`config.mk`:
```
export PLATFORM = sky130hd
export DESIGN_NAME = psag_stride_cell
export DESIGN_NICKNAME = d
export VERILOG_FILES = /design/src/sv/psag_pkg.sv /design/src/sv/psag_stride_cell.sv
export SDC_FILE = /design/constraint.sdc
export NUM_CORES = 1
export LEC_CHECK = 0
export ABC_AREA = 1
export CAP_MARGIN = 30
export CORE_MARGIN = 2
export CORE_UTILIZATION = 34
export CTS_BUF_LIST = sky130_fd_sc_hd__clkbuf_4 sky130_fd_sc_hd__clkbuf_8 sky130_fd_sc_hd__clkbuf_16
export DETAILED_ROUTE_END_ITERATION = 8
export DONT_BUFFER_PORTS = 1
export PLACE_DENSITY = 0.57
export SETUP_SLACK_MARGIN = 0.4
export SLEW_MARGIN = 40
export SYNTH_ARGS = -nofsm -noshare
export SYNTH_HDL_FRONTEND = slang
export SYNTH_SLANG_ARGS = --single-unit
```
`constraint.sdc`:
```
create_clock -name clk -period 20.2 [get_ports clk]
set_input_delay 4.04 -clock clk [delete_from_list [all_inputs] [get_ports clk]]
set_output_delay 4.04 -clock clk [all_outputs]
set_load 0.02 [all_outputs]
```
`src/sv/psag_pkg.sv`:
```
// psag_pkg: shared types, constants and helpers for the strided address generator.
// Used by psag_stride_cell, psag_lane and permuted_stride_address_gen; no dependencies.
`default_nettype none

package psag_pkg;

  localparam int NDIM          = 4;
  localparam int MAX_RANK      = 4;
  localparam int INDEX_WIDTH   = 16;
  localparam int SIZE_WIDTH    = 16;
  localparam int ADDR_WIDTH    = 32;
  localparam int PROD_WIDTH    = ADDR_WIDTH + 1;
  localparam int RANK_WIDTH    = 3;
  localparam int ORDER_WIDTH   = 8;
  localparam int DIM_IDX_WIDTH = $clog2(NDIM);
  localparam int CFG_IDX_WIDTH = 3;
  localparam int CFG_DATA_WIDTH = 16;

  // cycles the stride chain needs to settle after a register write
  localparam int RECALC_CYCLES = NDIM + 1;
  localparam int CNT_WIDTH     = $clog2(RECALC_CYCLES + 1);

  localparam logic [RANK_WIDTH-1:0]  RANK_RESET  = RANK_WIDTH'(2);
  localparam logic [ORDER_WIDTH-1:0] ORDER_RESET = ORDER_WIDTH'(27);
  localparam logic [SIZE_WIDTH-1:0]  SIZE_RESET  = SIZE_WIDTH'(1);

  typedef enum logic [CFG_IDX_WIDTH-1:0] {
    REG_RANK  = 3'd0,
    REG_ORDER = 3'd1,
    REG_SIZE0 = 3'd2,
    REG_SIZE1 = 3'd3,
    REG_SIZE2 = 3'd4,
    REG_SIZE3 = 3'd5
  } cfg_reg_t;

  // running product handed from cell to cell
  typedef struct packed {
    logic [PROD_WIDTH-1:0] prod;  // product modulo 2^PROD_WIDTH
    logic                  ovf;   // product went above 2^ADDR_WIDTH
  } link_t;

  // rank 0 acts as 1, anything above the limit is clamped
  function automatic logic [RANK_WIDTH-1:0] active_rank(input logic [RANK_WIDTH-1:0] rank);
    logic [RANK_WIDTH-1:0] r;
    r = rank;
    if (r == '0) r = RANK_WIDTH'(1);
    if (r > RANK_WIDTH'(MAX_RANK)) r = RANK_WIDTH'(MAX_RANK);
    if (r > RANK_WIDTH'(NDIM)) r = RANK_WIDTH'(NDIM);
    return r;
  endfunction

endpackage

`default_nettype wire

```
`src/sv/psag_stride_cell.sv`:
```
// psag_stride_cell: one link of the stride chain, multiplies the running product by one size.
// Depends on psag_pkg.
`default_nettype none

module psag_stride_cell
  import psag_pkg::*;
(
  input  wire logic                  clk,
  input  wire link_t                 link_i,
  input  wire logic [SIZE_WIDTH-1:0] size_i,
  output link_t                      link_o
);

  localparam int FULL_WIDTH = PROD_WIDTH + SIZE_WIDTH;
  localparam logic [FULL_WIDTH-1:0] LIMIT = FULL_WIDTH'(1) << ADDR_WIDTH;

  logic [FULL_WIDTH-1:0] full;
  link_t link_r, link_nxt;

  always_comb begin
    full          = FULL_WIDTH'(link_i.prod) * FULL_WIDTH'(size_i);
    link_nxt.prod = full[PROD_WIDTH-1:0];
    link_nxt.ovf  = link_i.ovf | (full > LIMIT);
  end

  always_ff @(posedge clk) begin
    link_r <= link_nxt;
  end

  assign link_o = link_r;

endmodule

`default_nettype wire

```
# Yosys cells after proc, flatten, opt, wreduce, memory -nomap -nowiden
# Index checks and enable logic that the tools add are counted.
[word_totals]
input_bits = 51
ff_bits = 34
out_inout_bits = 34
elab_cells = 5
[op_classes]
order_cmp = 1
n_mul = 1
n_bitwise = 1
[op_table]
columns = ["cell", "count"]
rows = [
  ["$gt A49 B33 Y1 const B", 1],
  ["$mul A33 B16 Y49", 1],
  ["$or A1 B1 Y1", 1],
]

# Depth between registers and ports, before layout
[logic_depth]
word_depth = 3
depth_mapped = 33
ltp_nobuf = 31

# Least setup slack after synthesis
# OpenSTA, ideal clock, no wires.
[synth_path]
path_type = "input to register"
start = "input port link_i[14] (netlist bit)"
end = "register link_r, in the netlist link_o[0]"
t_required_ns = 20.079
arrival_time_ns = 9.331
setup_slack_ns = 10.749
path_stages = 29
path_buffers = 2
path_cell_list = "clkbuf_1 clkbuf_1 nand2_1 fa_1 inv_1 fa_1 inv_1 fa_1 inv_1 fa_1 inv_1 fa_1 inv_1 fa_1 ha_1 nand2_1 nand2_1 nand2_1 nand2_1 a21oi_1 nor2_1 o21ai_0 nand3_1 nand2_1 nand3_1 nor2_1 nand2_1 nor2_1 nand3_1"
[synth_lines]
columns = ["item", "line", "source"]
rows = [
  ["from (decl)", "psag_stride_cell.sv:9", "input wire link_t link_i,"],
  ["to (signal assigned)", "psag_stride_cell.sv:27", "link_r <= link_nxt;"],
  ["to (decl)", "psag_stride_cell.sv:18", "link_t link_r, link_nxt;"],
]

==> out/qor.txt <==
Hold Violations, Final: 0
register area share after synthesis: 3.567%
vias per inst: 4.526
maximum clock insertion buffer count: 2
clk sink count: 34
wire per inst: 15.39 um
Worst Tran Pin Value: 0.5249 ns
DRC violations left: 0
Post-CTS Hold Buffers: 0
Clk pin slew, worst setup/hold paths: 0.06 ns
Final HPWL DP: 42590 um
hold crit path type: primary input to register
GP Congestion: 0.8979
HP Start: link_i[1]
Max Cap Viol: 0
Syn. warnings: 0
CTS Buf Count: 5
GR Overflow Total: 0
# Post-CTS Setup Buffers: 0
Synth Cell Area: 19080 um^2
RSZ-0062 raised after global routing: false
vias in the first global route: 15460
dpl cells: 3282
width of the die: 240.9 um
startpoint types: primary input
status: finished, final reports clean
fmax: 107.8 MHz
Final Instance Count excl. Fillers: 3290
Place WS: 10.65 ns
Post-Syn Instances: 2664
share of cells above drive strength 1: 1.495%
vias: 14890
#FFs+latches synth: 34
I/O pins: 85
CTS tree: done
nets@finish: 3145
most frequent cells in the layout: 850 x nand2_1, 807 x inv_1, 432 x fa_1
largest net degree at the start of global routing: 34
worst-path fanout max: 33
first-pass GRT wire length: 83240 um
CTS Root Cell: clkbuf_16
post-synth top area share: 45.32%
Final Max Tran Viols: 0
Worst EP arrival: 9.44 ns
# H-tree levels: 2
crit share post-route: 45.92%
CP Buf/Inv Count: 4
total wire length: 50640 um
# diodes: 0
Min-Delay Path Depth: 2
CP endpoint kind: register
GRT Total Usage: 18.11%
syn nets: 3268
CP dominant cell by count: nand2_1
Core Box Area: 55310 um^2
P&R area growth vs syn: 3.140%
buffers added on ports: 0
Synth area leader: fa_1
Fin Setup TNS: 0 ns
minimum clock period: 9.275 ns
initial DRC count: 824
Initial Util: 34.50%
die span in y: 240.9 um
Final WS setup: 10.92 ns
most common cell after layout, fill and taps aside: nand2_1
critical path type: primary input to register
Crit path max-delay family: adder cells
Slew HR: 64.85%
CP peak stage delay: 0.60 ns
FP Rows: 86
Die ar.: 58040 um^2
initial antenna violation count: 0
Distinct cells, synth: 28
Synth area leaders: fa_1 45%, nand2_1 17%, inv_1 16%
max reg flops: 34
syn_area_per_cell: 7.163 um^2
Hold Path End: link_o[1]
Post-CTS Resized: 0
Detail Route Antenna Nets: 0
Final setup viols: 0
CP required: 20.36 ns
slowest CP cell: fa_1
Detailed Routing Iterations Pass 1: 5
-- synth_stat cells (all sizes together) --
master  instances
nand2         859
inv           810
fa            432
clkbuf        130
ha            121
nor2          108
nand3          56
a21oi          40
dfxtp          34
o21ai          17
o21bai         14
nand4          12
nand3b         10
nor3            6
xor2            5
xnor2           4
a21boi          3
clkinv          1
o211ai          1
o21a            1
-- worst max-delay path by stage --
stage	from	to	slack, ns	cells after the start
final	size_i[7]	link_o[0]	10.92	26
after global placement	size_i[1]	link_o[0]	10.65	27
after detailed placement	size_i[1]	link_o[0]	10.65	27
after floorplan	link_i[14]	link_o[0]	10.75	29
after CTS	size_i[1]	link_o[0]	10.92	27
after global routing	size_i[4]	link_o[0]	10.59	27
-- layout make-up --
type	instances	area (um^2)
fill	5986	35630
multi-input combinational	1689	14870
inverter	811	3044
tap	748	935.9
sequential	34	680.7
clock buffer	7	146.4
clock inverter	1	5.005
-- stage by stage --
stage          hold slack (ns)  area, um^2  utilization, %
6_report                 3.924       19680           35.59
5_1_grt                  3.929       19680           35.59
4_1_cts                  3.923       19680           35.59
3_5_place_dp             4.211       19530           35.31
3_3_place_gp             4.218       19530           35.31
2_1_floorplan            4.300       19080               -
-- routing by layer --
layer	track usage (%)	share of wire [%]	up-vias
met1	23.82	43	7437
met2	33.32	52	301
li1	-	-	7126
met4	1.609	0.70	0
met3	1.727	4.0	26
met5	0	0	-
-- logic make-up after synthesis --
logic type / synth area share [%]
buffers and inverters: 18.51
adder cells (fa/ha/maj): 53.25
AND/OR/NAND/NOR: 21.84
AO/OA/AOI/OAI: 2.419
XOR/XNOR: 0.4130
flip-flops: 3.567
Power is not shown: default switching activity piles up to over one toggle a cycle in this logic, so the estimate is an artifact.
