===== src/sv/psag_pkg.sv =====
// psag_pkg: shared types, constants and helpers for the strided address generator.
// Used by psag_stride_cell, psag_lane and permuted_stride_address_gen; no dependencies.
`default_nettype none

package psag_pkg;

  localparam int NDIM          = 4;
  localparam int MAX_RANK      = 4;
  localparam int INDEX_WIDTH   = 16;
  localparam int SIZE_WIDTH    = 16;
  localparam int ADDR_WIDTH    = 32;
  localparam int PROD_WIDTH    = ADDR_WIDTH + 1;
  localparam int RANK_WIDTH    = 3;
  localparam int ORDER_WIDTH   = 8;
  localparam int DIM_IDX_WIDTH = $clog2(NDIM);
  localparam int CFG_IDX_WIDTH = 3;
  localparam int CFG_DATA_WIDTH = 16;

  // cycles the stride chain needs to settle after a register write
  localparam int RECALC_CYCLES = NDIM + 1;
  localparam int CNT_WIDTH     = $clog2(RECALC_CYCLES + 1);

  localparam logic [RANK_WIDTH-1:0]  RANK_RESET  = RANK_WIDTH'(2);
  localparam logic [ORDER_WIDTH-1:0] ORDER_RESET = ORDER_WIDTH'(27);
  localparam logic [SIZE_WIDTH-1:0]  SIZE_RESET  = SIZE_WIDTH'(1);

  typedef enum logic [CFG_IDX_WIDTH-1:0] {
    REG_RANK  = 3'd0,
    REG_ORDER = 3'd1,
    REG_SIZE0 = 3'd2,
    REG_SIZE1 = 3'd3,
    REG_SIZE2 = 3'd4,
    REG_SIZE3 = 3'd5
  } cfg_reg_t;

  // running product handed from cell to cell
  typedef struct packed {
    logic [PROD_WIDTH-1:0] prod;  // product modulo 2^PROD_WIDTH
    logic                  ovf;   // product went above 2^ADDR_WIDTH
  } link_t;

  // rank 0 acts as 1, anything above the limit is clamped
  function automatic logic [RANK_WIDTH-1:0] active_rank(input logic [RANK_WIDTH-1:0] rank);
    logic [RANK_WIDTH-1:0] r;
    r = rank;
    if (r == '0) r = RANK_WIDTH'(1);
    if (r > RANK_WIDTH'(MAX_RANK)) r = RANK_WIDTH'(MAX_RANK);
    if (r > RANK_WIDTH'(NDIM)) r = RANK_WIDTH'(NDIM);
    return r;
  endfunction

endpackage

`default_nettype wire


===== src/sv/psag_lane.sv =====
// psag_lane: per-dimension index times stride product and range check, registered.
// Depends on psag_pkg.
`default_nettype none

module psag_lane
  import psag_pkg::*;
(
  input  wire logic                   clk,
  input  wire logic                   active_i,
  input  wire logic [INDEX_WIDTH-1:0] index_i,
  input  wire logic [ADDR_WIDTH-1:0]  stride_i,
  input  wire logic [SIZE_WIDTH-1:0]  size_i,
  output logic      [ADDR_WIDTH-1:0]  prod_o,
  output logic                        oor_o
);

  localparam int FULL_WIDTH = INDEX_WIDTH + ADDR_WIDTH;

  logic [FULL_WIDTH-1:0] full;
  logic [ADDR_WIDTH-1:0] prod_r, prod_nxt;
  logic                  oor_r, oor_nxt;

  always_comb begin
    full     = FULL_WIDTH'(index_i) * FULL_WIDTH'(stride_i);
    prod_nxt = active_i ? full[ADDR_WIDTH-1:0] : '0;
    // a zero size puts every index out of range
    oor_nxt  = active_i & (32'(index_i) >= 32'(size_i));
  end

  always_ff @(posedge clk) begin
    prod_r <= prod_nxt;
    oor_r  <= oor_nxt;
  end

  assign prod_o = prod_r;
  assign oor_o  = oor_r;

endmodule

`default_nettype wire


===== config.mk =====
export PLATFORM = sky130hd
export DESIGN_NAME = psag_lane
export DESIGN_NICKNAME = d
export VERILOG_FILES = /design/src/sv/psag_pkg.sv /design/src/sv/psag_lane.sv
export SDC_FILE = /design/constraint.sdc
export NUM_CORES = 1
export LEC_CHECK = 0
export ABC_AREA = 1
export BUFFER_PORTS_ARGS = -buffer_cell sky130_fd_sc_hd__buf_2
export CORE_UTILIZATION = 55
export CTS_BUF_LIST = sky130_fd_sc_hd__clkbuf_4 sky130_fd_sc_hd__clkbuf_8
export DETAILED_ROUTE_END_ITERATION = 6
export GPL_TIMING_DRIVEN = 0
export PLACE_DENSITY = 0.8
export SLEW_MARGIN = 20
export SYNTH_ARGS = -nofsm -noshare
export SYNTH_HDL_FRONTEND = slang
export SYNTH_SLANG_ARGS = --single-unit

===== constraint.sdc =====
create_clock -name clk -period 9.3 [get_ports clk]
set_input_delay 1.86 -clock clk [delete_from_list [all_inputs] [get_ports clk]]
set_output_delay 1.86 -clock clk [all_outputs]
set_load 0.1 [all_outputs]

== Yosys cells after proc, flatten, opt, wreduce, memory -nomap -nowiden ==
Index checks and enable logic that the tools add are counted.
Operators by class
  divide/modulo/power cells: 0
  equal/unequal tests: 0
  multiply operators: 1
  shifts and indexed selects: 0
  order comparisons: 1
  reductions and logical operators: 0
  add/sub/neg operators: 0
  bitwise logic cells: 1
  muxes and demuxes: 0
Operators by type and width (number)
  $mul 16x32->32: 1
  $ge 16x16->1: 1
  $and 1x1->1: 1
Word-level totals
  bits in registers: 33
  word-level logic and storage cells: 5
  bits in latches: 0
  output and inout port bits: 33
  ROM bits: 0
  memories: 0
  bits of input ports: 66
  RAM bits: 0

== Depth between registers and ports, before layout ==
Gate-level depths: netlist of the first run.
  depth after elaboration: 2
  mapped depth: 28
  gate-level depth less buffers: 26

== Worst setup path after synthesis of the first run ==
Ideal clock, no wire load.
  kind: in2reg
  start: in index_i[2]
  end: reg prod_r[23] (netlist: prod_o[23])
  arrival: 6.908 ns
  path slack: 2.279 ns
  stages: 21
  buffers on the path: 2
  cell sequence: clkbuf_1 clkbuf_1 nand2_1 fa_1 inv_1 fa_1 inv_1 fa_1 inv_1 fa_1 fa_1 inv_1 fa_1 inv_1 ha_1 a21oi_1 o21ai_0 a21o_1 or3_1 nor2_1 nor2_1
On the way
  cells in the longest elaborated chain, start to end: 1
RTL lines
  start: declaration: RTL line psag_lane.sv:10  | input wire logic [INDEX_WIDTH-1:0] index_i,
  $mul 16x32->32: RTL line psag_lane.sv:24  | full = FULL_WIDTH'(index_i) * FULL_WIDTH'(stride_i);
  end signal: assignment: RTL line psag_lane.sv:31  | prod_r <= prod_nxt;
  end: declaration: RTL line psag_lane.sv:20  | logic [ADDR_WIDTH-1:0] prod_r, prod_nxt;
No other way between the ends.
A chain may end at the register's enable or synchronous reset.

== Worst setup path in the final report of the first run ==
  start: in stride_i[5]
  end: reg prod_r[24] (netlist: prod_o[24])
On the way
  cells in the longest elaborated chain, start to end: 1
RTL lines
  start: declaration: RTL line psag_lane.sv:11  | input wire logic [ADDR_WIDTH-1:0] stride_i,
  $mul 16x32->32: RTL line psag_lane.sv:24
No other way between the ends.

==> reports/metrics.cfg, run 1 <==
[drt]
vias_per_cell=5.26
vias=11833
drt_iter0_drc=830
wl_um=37700
drcViolationCount=0
routedWlPerCell_um=16.8
ant_nets=0
firstDrtPassIters=7

[logic_synthesis]
synth-main-ff-cell=dfxtp_1
synth_seq_cells=33
synthCells=1845
synth_area_leaders=fa_1 (45%), inv_1 (16%), nand2_1 (15%)
synthArstFlopShare=0
synth_largest_type_area_fraction=0.451
syn_area_mm2=0.0135
ys_types=37
synth_area_per_cell_um2=7.32
synth-edff-count=0
yosysSeqAreaShare=0.0489
syn_nets=2296
yosysWarningCount=0
yosys.area.top_type=fa_1

[clock_tree]
cts.hold.buffers_added=0
cts_buffers=5
htreeDepth=2
cts_root_buf=clkbuf_8
post_cts_buffers=0
clk_pin_slew_ns=0.08
cts_tree=yes
cts_buffer_depth=2
cts_resized=0
cts_sinks=33

[hold_path]
hp-start=active_i
min_to=prod_o[0]
hold_class=in -> reg
min_path_cells=3

[layout]
layout_commonest_cell=inv_1
fillerInstances=2097
syn_to_final_growth_pct=6.70
drive_gt1_frac=0.0616
finish.utilization=0.607
multiInputGateArea_mm2=0.0103
diodes=0
final_cell_mix=inv_1 (574), nand2_1 (534), fa_1 (304)
seqCellArea_um2=661
nets=2381
final_cells=2250

[critical_path]
arrival_ns=8.34
crit_required_ns=9.51
crit_type=in -> reg
cp-start-kind=input port
endpoint_kind=register
crit_fanout=10

[timing]
hold_viol=0
finalCriticalPeriod_ns=8.13
worstMarginPinSlew_ns=0.838
worst_slack_ns=1.17
max_slew_margin=0.441
tns_ns=0
slew_viol_final=0
rsz0062_at_grt=no
fmax_ghz=0.123
setup_viol=0
fin_crit_sh=0.874

[die]
die-width_um=159
start_util=0.569
ios=99
core_area_mm2=0.0238
die_h_um=159
rows=56
dieArea_mm2=0.0252

[status]
status=completed

[global_routing]
grt_pass1_vias=12512
grt_overflow=0
grt_pass1_wl_um=62500
antenna_found_initial=0
grt.total_usage=0.317
grt_max_degree=13

[placed_design]
portBuffers=78
dp_slack_ns=0.994
gp_congestion=0.967
dpl.cell_count=2242
place_hpwl_um=32300

[flow_run]
drv_cap=0

state kept, by name, indices dropped and copies added, names as in the netlist:
| register | cells |
|---|---|
| oor_o | 1 |
| prod_o | 32 |
worst max path at each step:
stage	start	endpoint
6_report	stride_i[5]	prod_o[24]
5_1_grt	stride_i[5]	prod_o[24]
4_1_cts	stride_i[6]	prod_o[24]
3_5_place_dp	stride_i[6]	prod_o[24]
3_3_place_gp	stride_i[6]	prod_o[24]
2_1_floorplan	index_i[2]	prod_o[23]
cells by family after synthesis:
| kind of cell | Yosys count | synth area share |
|---|---|---|
| AO/OA/AOI/OAI | 114 | 0.0474 |
| XOR/XNOR | 4 | 0.00259 |
| adder cells (fa/ha/maj) | 385 | 0.526 |
| buffers and inverters | 663 | 0.186 |
| flip-flops | 33 | 0.0489 |
| AND/OR/NAND/NOR | 646 | 0.189 |
synth_stat cells (2+ instances only):
library cell	n
a21o_1	8
a21oi_1	57
buf_1	3
buf_2	11
buf_4	3
clkbuf_1	70
dfxtp_1	33
fa_1	304
ha_1	81
inv_1	574
nand2_1	534
nand2_2	5
nand3_1	34
nand3_2	2
nand3b_1	2
nand4_1	9
nor2_1	46
nor2_2	3
nor3_1	7
o21a_1	4
o21ai_0	31
o21ai_1	2
o21ai_2	3
o21bai_1	4
xnor2_1	2
xor2_1	2
through the flow:
| step | area (um^2) | hold WS (ns) |
|---|---|---|
| finish | 14400 | 1.89 |
| global placement | 14300 | 2.18 |
| CTS | 14400 | 1.89 |
| floorplan | 13500 | 2.01 |
| global route | 14400 | 1.90 |
| detailed placement | 14300 | 2.19 |
critical path, cell delays in order:
cell and delay (ns):
clkbuf_1 0.48, clkbuf_1 0.68, nand2_1 0.16, fa_1 0.52, inv_1 0.06, fa_1 0.50, inv_1 0.05, fa_1 0.52
inv_1 0.05, fa_1 0.46, fa_1 0.50, inv_1 0.05, fa_1 0.48, inv_1 0.05, ha_1 0.36, nand2_1 0.10
inv_1 0.09, nand2_1 0.07, nor3_1 0.37, nand4_1 0.24, nand3_1 0.21, nand2_1 0.07, nand3_1 0.11, nor2_1 0.05
nor2_1 0.21
final cells by class:
class                           count  share of cell area
Tap cell                          319              0.0277
Clock buffer                        5             0.00477
Clock inverter                      3             0.00321
Timing Repair Buffer               78              0.0271
Sequential cell                    33              0.0458
Inverter                          575               0.150
Multi-Input combinational cell   1149               0.717
Buffer                             88              0.0247
layer usage:
metal / up-vias / global-route usage / wire, um
met5: - / 0 / 0
met4: 0 / 0.158 / 2200
met3: 134 / 0.0684 / 3650
met2: 610 / 0.526 / 17600
met1: 5753 / 0.392 / 14300
li1: 5336 / - / -
Power of run 1 is left out: the tool's default activity adds up to more than one toggle a clock period on the data nets, which glitch-free logic cannot reach.
==> run 2: changes to the inputs <==
--- a/config.mk
+++ b/config.mk
@@ -11,7 +11,7 @@
 export CTS_BUF_LIST = sky130_fd_sc_hd__clkbuf_4 sky130_fd_sc_hd__clkbuf_8
 export DETAILED_ROUTE_END_ITERATION = 6
 export GPL_TIMING_DRIVEN = 0
-export PLACE_DENSITY = 0.8
+export PLACE_DENSITY = 0.81
 export SLEW_MARGIN = 20
 export SYNTH_ARGS = -nofsm -noshare
 export SYNTH_HDL_FRONTEND = slang
==> run 2 against run 1 <==
Effect of this change:
- design area decreased by 0.20%
- setup slack improved by 0.16 ns
- sequential cell count unchanged
==> reports/metrics.cfg, run 2 (synthesis gave the netlist of run 1 again) <==
[die]
core_area_mm2=0.0238
start_util=0.569
die_h_um=159
die-width_um=159
dieArea_mm2=0.0252
rows=56
ios=99

[global_routing]
grt.total_usage=0.318
grt_max_degree=12
antenna_found_initial=0
grt_overflow=0
grt_pass1_vias=12333
grt_pass1_wl_um=62500

[drt]
drt_iter0_drc=1000
vias_per_cell=5.28
vias=11877
routedWlPerCell_um=16.8
firstDrtPassIters=5
drcViolationCount=0
ant_nets=0
wl_um=37800

[placed_design]
place_hpwl_um=32400
portBuffers=78
gp_congestion=0.958

[critical_path]
cp-start-kind=input port
endpoint_kind=register
crit_required_ns=9.54
arrival_ns=8.20
crit_fanout=10
crit_type=in -> reg

[timing]
fin_crit_sh=0.857
max_slew_margin=0.499
fmax_ghz=0.125
hold_viol=0
slew_viol_final=0
setup_viol=0
worstMarginPinSlew_ns=0.751
rsz0062_at_grt=no
hold-worst-slack_ns=1.87
tns_ns=0
finalCriticalPeriod_ns=7.97

[clock_tree]
clk_pin_slew_ns=0.08
cts_buffers=5
cts_sinks=33
htreeDepth=2
cts_resized=0
cts_buffer_depth=2
cts_tree=yes
post_cts_buffers=0
cts_root_buf=clkbuf_8
cts.hold.buffers_added=0

[layout]
nets=2381
largest_register_ffs=32
final_cell_mix=inv_1 (574), nand2_1 (534), fa_1 (304)
diodes=0
syn_to_final_growth_pct=6.48
layout_commonest_cell=inv_1
drive_gt1_frac=0.0616

[hold_path]
hold_class=in -> reg

[status]
status=completed

[flow_run]
drv_cap=0

## run 2: cell types whose count changed in the layout (fill, tap and decap cells not counted), sizes merged
cell / delta
bufinv: -1
clkinv: +1
## run 2: worst paths after layout
| check | from | to | cells after the start |
|---|---|---|---|
| max | index_i[2] | prod_o[30] | 22 |
| min | index_i[0] | prod_o[0] | 3 |
## run 2: per-stage QoR
step | util | cells | instance area, um^2 | setup slack, ns
2_1_floorplan | - | 1845 | 13500 | 2.28
3_3_place_gp | 0.602 | 2242 | 14300 | 1.22
3_5_place_dp | 0.602 | 2242 | 14300 | 1.16
4_1_cts | 0.606 | 2250 | 14400 | 1.46
5_1_grt | 0.606 | 2250 | 14400 | 1.09
6_report | 0.606 | 2250 | 14400 | 1.33
## run 2: critical path: stages
cell and delay [ns]:
buf_2 0.12, clkbuf_1 0.46, clkbuf_1 0.46, nand2_1 0.15, fa_1 0.53, inv_1 0.06, fa_1 0.52, inv_1 0.05
fa_1 0.50, inv_1 0.05, fa_1 0.51, fa_1 0.50, inv_1 0.05, fa_1 0.47, inv_1 0.04, ha_1 0.44
nand4_1 0.26, nor4_1 0.56, nand4_1 0.29, nand3_1 0.13, nand2_1 0.05, nor2_1 0.12
## run 2: area by class of cell
type / count / area, um^2
flip-flops and latches: 33 / 661
clock buffers: 5 / 68.8
plain buffers: 88 / 357
inverters: 575 / 2160
clock inverters: 3 / 17.5
repair buffers: 78 / 390
multi-input cells: 1149 / 10300
fillers: 2171 / 9370
well taps: 319 / 399
## run 2: routing by layer
metal / vias to the layer above / wire [um] / part of all wire / global-route usage
met5: - / 0 / 0 / 0
met4: 0 / 1630 / 0.043 / 0.117
met3: 113 / 3530 / 0.093 / 0.0468
met2: 643 / 18200 / 0.48 / 0.540
met1: 5779 / 14500 / 0.38 / 0.412
li1: 5342 / - / - / -
Power of run 2 is left out for the same reason.
==> run 3: changes to the inputs <==
--- a/config.mk
+++ b/config.mk
@@ -5,7 +5,6 @@
 export SDC_FILE = /design/constraint.sdc
 export NUM_CORES = 1
 export LEC_CHECK = 0
-export ABC_AREA = 1
 export BUFFER_PORTS_ARGS = -buffer_cell sky130_fd_sc_hd__buf_2
 export CORE_UTILIZATION = 55
 export CTS_BUF_LIST = sky130_fd_sc_hd__clkbuf_4 sky130_fd_sc_hd__clkbuf_8
==> constraint.sdc (replaced) <==
create_clock -name clk -period 9.3 [get_ports clk]
set_input_delay 1.86 -clock clk [delete_from_list [all_inputs] [get_ports clk]]
set_output_delay 1.86 -clock clk [all_outputs]
set_load 0.05 [all_outputs]
==> run 3 against run 2 <==
Effect of this change:
- die area down 5.6%
- count of clock-buffer cells in the layout did not move
- critical path depth did not move
- fmax decreased by 4.7%
- hold slack improved by 0.0092 ns
- design area is 5.0% lower
- critical path type unchanged
==> reports/metrics.cfg, run 3 <==
[status]
status=completed

[die]
start_util=0.561
ios=99
die-width_um=154
dieArea_mm2=0.0238
die_h_um=154
core_area_mm2=0.0227
rows=55

[critical_path]
endpoint_kind=register
crit_fanout=10
crit_type=in -> reg
crit_required_ns=9.51
cp-start-kind=input port
arrival_ns=8.57

[timing]
slew_viol_final=0
fin_crit_sh=0.899
worstMarginPinSlew_ns=0.954
finalCriticalPeriod_ns=8.36
hold_viol=0
max_slew_margin=0.364
rsz0062_at_grt=no
fmax_ghz=0.120
setup_viol=0
tns_ns=0

[logic_synthesis]
synth_simple_gate_area_share=0.179
synth_area_per_cell_um2=8.82
syn_area_mm2=0.0127
synth_top_family_by_area=adder cells
yosys.area.top_type=fa_1
yosysWarningCount=0
synth-main-ff-cell=dfxtp_1
synth_most_common_cell=inv_1
ys_types=50
synth_seq_cells=33
synthMuxAreaShare=0
synth_largest_type_area_fraction=0.478
synth_common_cells=inv_1 (356), fa_1 (304), nand2_1 (240), and2_1 (188), ha_1 (81)
synth_xor_area_frac=0.0358
synthCells=1444
syn_nets=1895
yosysSeqAreaShare=0.0519
synth_fa_ha_area_frac=0.557
synth-edff-count=0
synth-compound-area-share=0.0524
synthArstFlopShare=0
synth_area_leaders=fa_1 (48%), inv_1 (10%), and2_1 (9.2%)

[layout]
final_cells=1834
fillerInstances=1935
drive_gt1_frac=0.0749
largest_register_ffs=32
layout_commonest_cell=inv_1
nets=1998
finish.utilization=0.602
final_cell_mix=inv_1 (356), fa_1 (304), nand2_1 (240)
syn_to_final_growth_pct=7.27

[clock_tree]
post_cts_buffers=0
cts_tree=yes
cts_root_buf=clkbuf_8
cts_buffer_depth=2
cts_resized=0
cts_sinks=33
clk_pin_slew_ns=0.08
htreeDepth=2
cts.hold.buffers_added=0
cts_buffers=5

[global_routing]
antenna_found_initial=1
grt.total_usage=0.303
grt_overflow=0
grt_pass1_vias=10732
grt_max_degree=12
grt_pass1_wl_um=54800

[drt]
vias=9886
ant_nets=0
drt_iter0_drc=782
drcViolationCount=0
routedWlPerCell_um=18.4
firstDrtPassIters=6
vias_per_cell=5.39
wl_um=33700

[flow_run]
drv_cap=0

[placed_design]
dpl.cell_count=1825
gp_congestion=0.984
portBuffers=96
place_hpwl_um=28500

[hold_path]
hold_class=in -> reg

==> run 3: cell count changes after synthesis, sizes merged, moves of 20 or more <==
| cell | delta |
|---|---|
| nand2 | -299 |
| inv | -219 |
| and2 | +188 |
| a21oi | -39 |
| nor2 | -39 |
| xnor2 | +38 |
| nand3 | -30 |
| o21ai | -20 |
==> run 3: metal layers <==
layer / track usage / vias to the layer above / wire length [um]
met5: 0 / - / 8
met4: 0.143 / 2 / 1780
met3: 0.0720 / 125 / 3300
met2: 0.509 / 513 / 15900
met1: 0.371 / 4876 / 12700
li1: - / 4370 / -
==> run 3: path summary, 6_finish.rpt <==
path / start / to / depth (start not counted)
worst max-delay path: index_i[12] / prod_o[30] / 22
worst min-delay path: stride_i[0] / prod_o[0] / 2
==> run 3: worst max-delay path, stage by stage <==
cell,delay (ns)
buf_2,0.11
clkbuf_1,0.48
clkbuf_1,0.62
nand2_1,0.16
fa_1,0.52
inv_1,0.05
fa_1,0.57
fa_1,0.43
fa_1,0.48
fa_1,0.50
inv_1,0.05
fa_1,0.47
inv_1,0.04
ha_1,0.36
nand4_1,0.20
nor2_1,0.25
nand3_1,0.20
o211a_4,0.22
o311ai_4,0.51
o22ai_1,0.15
xnor2_1,0.15
and2_1,0.15
==> run 3: stage by stage <==
stage	hold WS, ns	setup WS [ns]	area, um^2
2_1_floorplan	2.01	1.96	12700
3_3_place_gp	2.19	0.848	13600
3_5_place_dp	2.20	0.693	13600
4_1_cts	1.88	1.01	13700
5_1_grt	1.89	0.666	13700
6_report	1.88	0.940	13700
==> run 3: cell families after synthesis <==
group | count (synthesis)
AO/OA/AOI/OAI | 90
AND/OR/NAND/NOR | 466
flip-flops | 33
XOR/XNOR | 52
buffers and inverters | 418
adder cells (fa/ha/maj) | 385
==> run 3: final cells by class <==
type                            instances  area (um^2)  share of cell area
Sequential cell                        33          661              0.0484
Antenna cell                            1         2.50            0.000183
Clock buffer                            5         68.8             0.00504
Clock inverter                          3         17.5             0.00128
Buffer                                 62          236              0.0173
Tap cell                              285          357              0.0261
Timing Repair Buffer                   96          480              0.0352
Inverter                              356         1340              0.0978
Multi-Input combinational cell        993        10500               0.769
Power of run 3 is left out for the same reason.
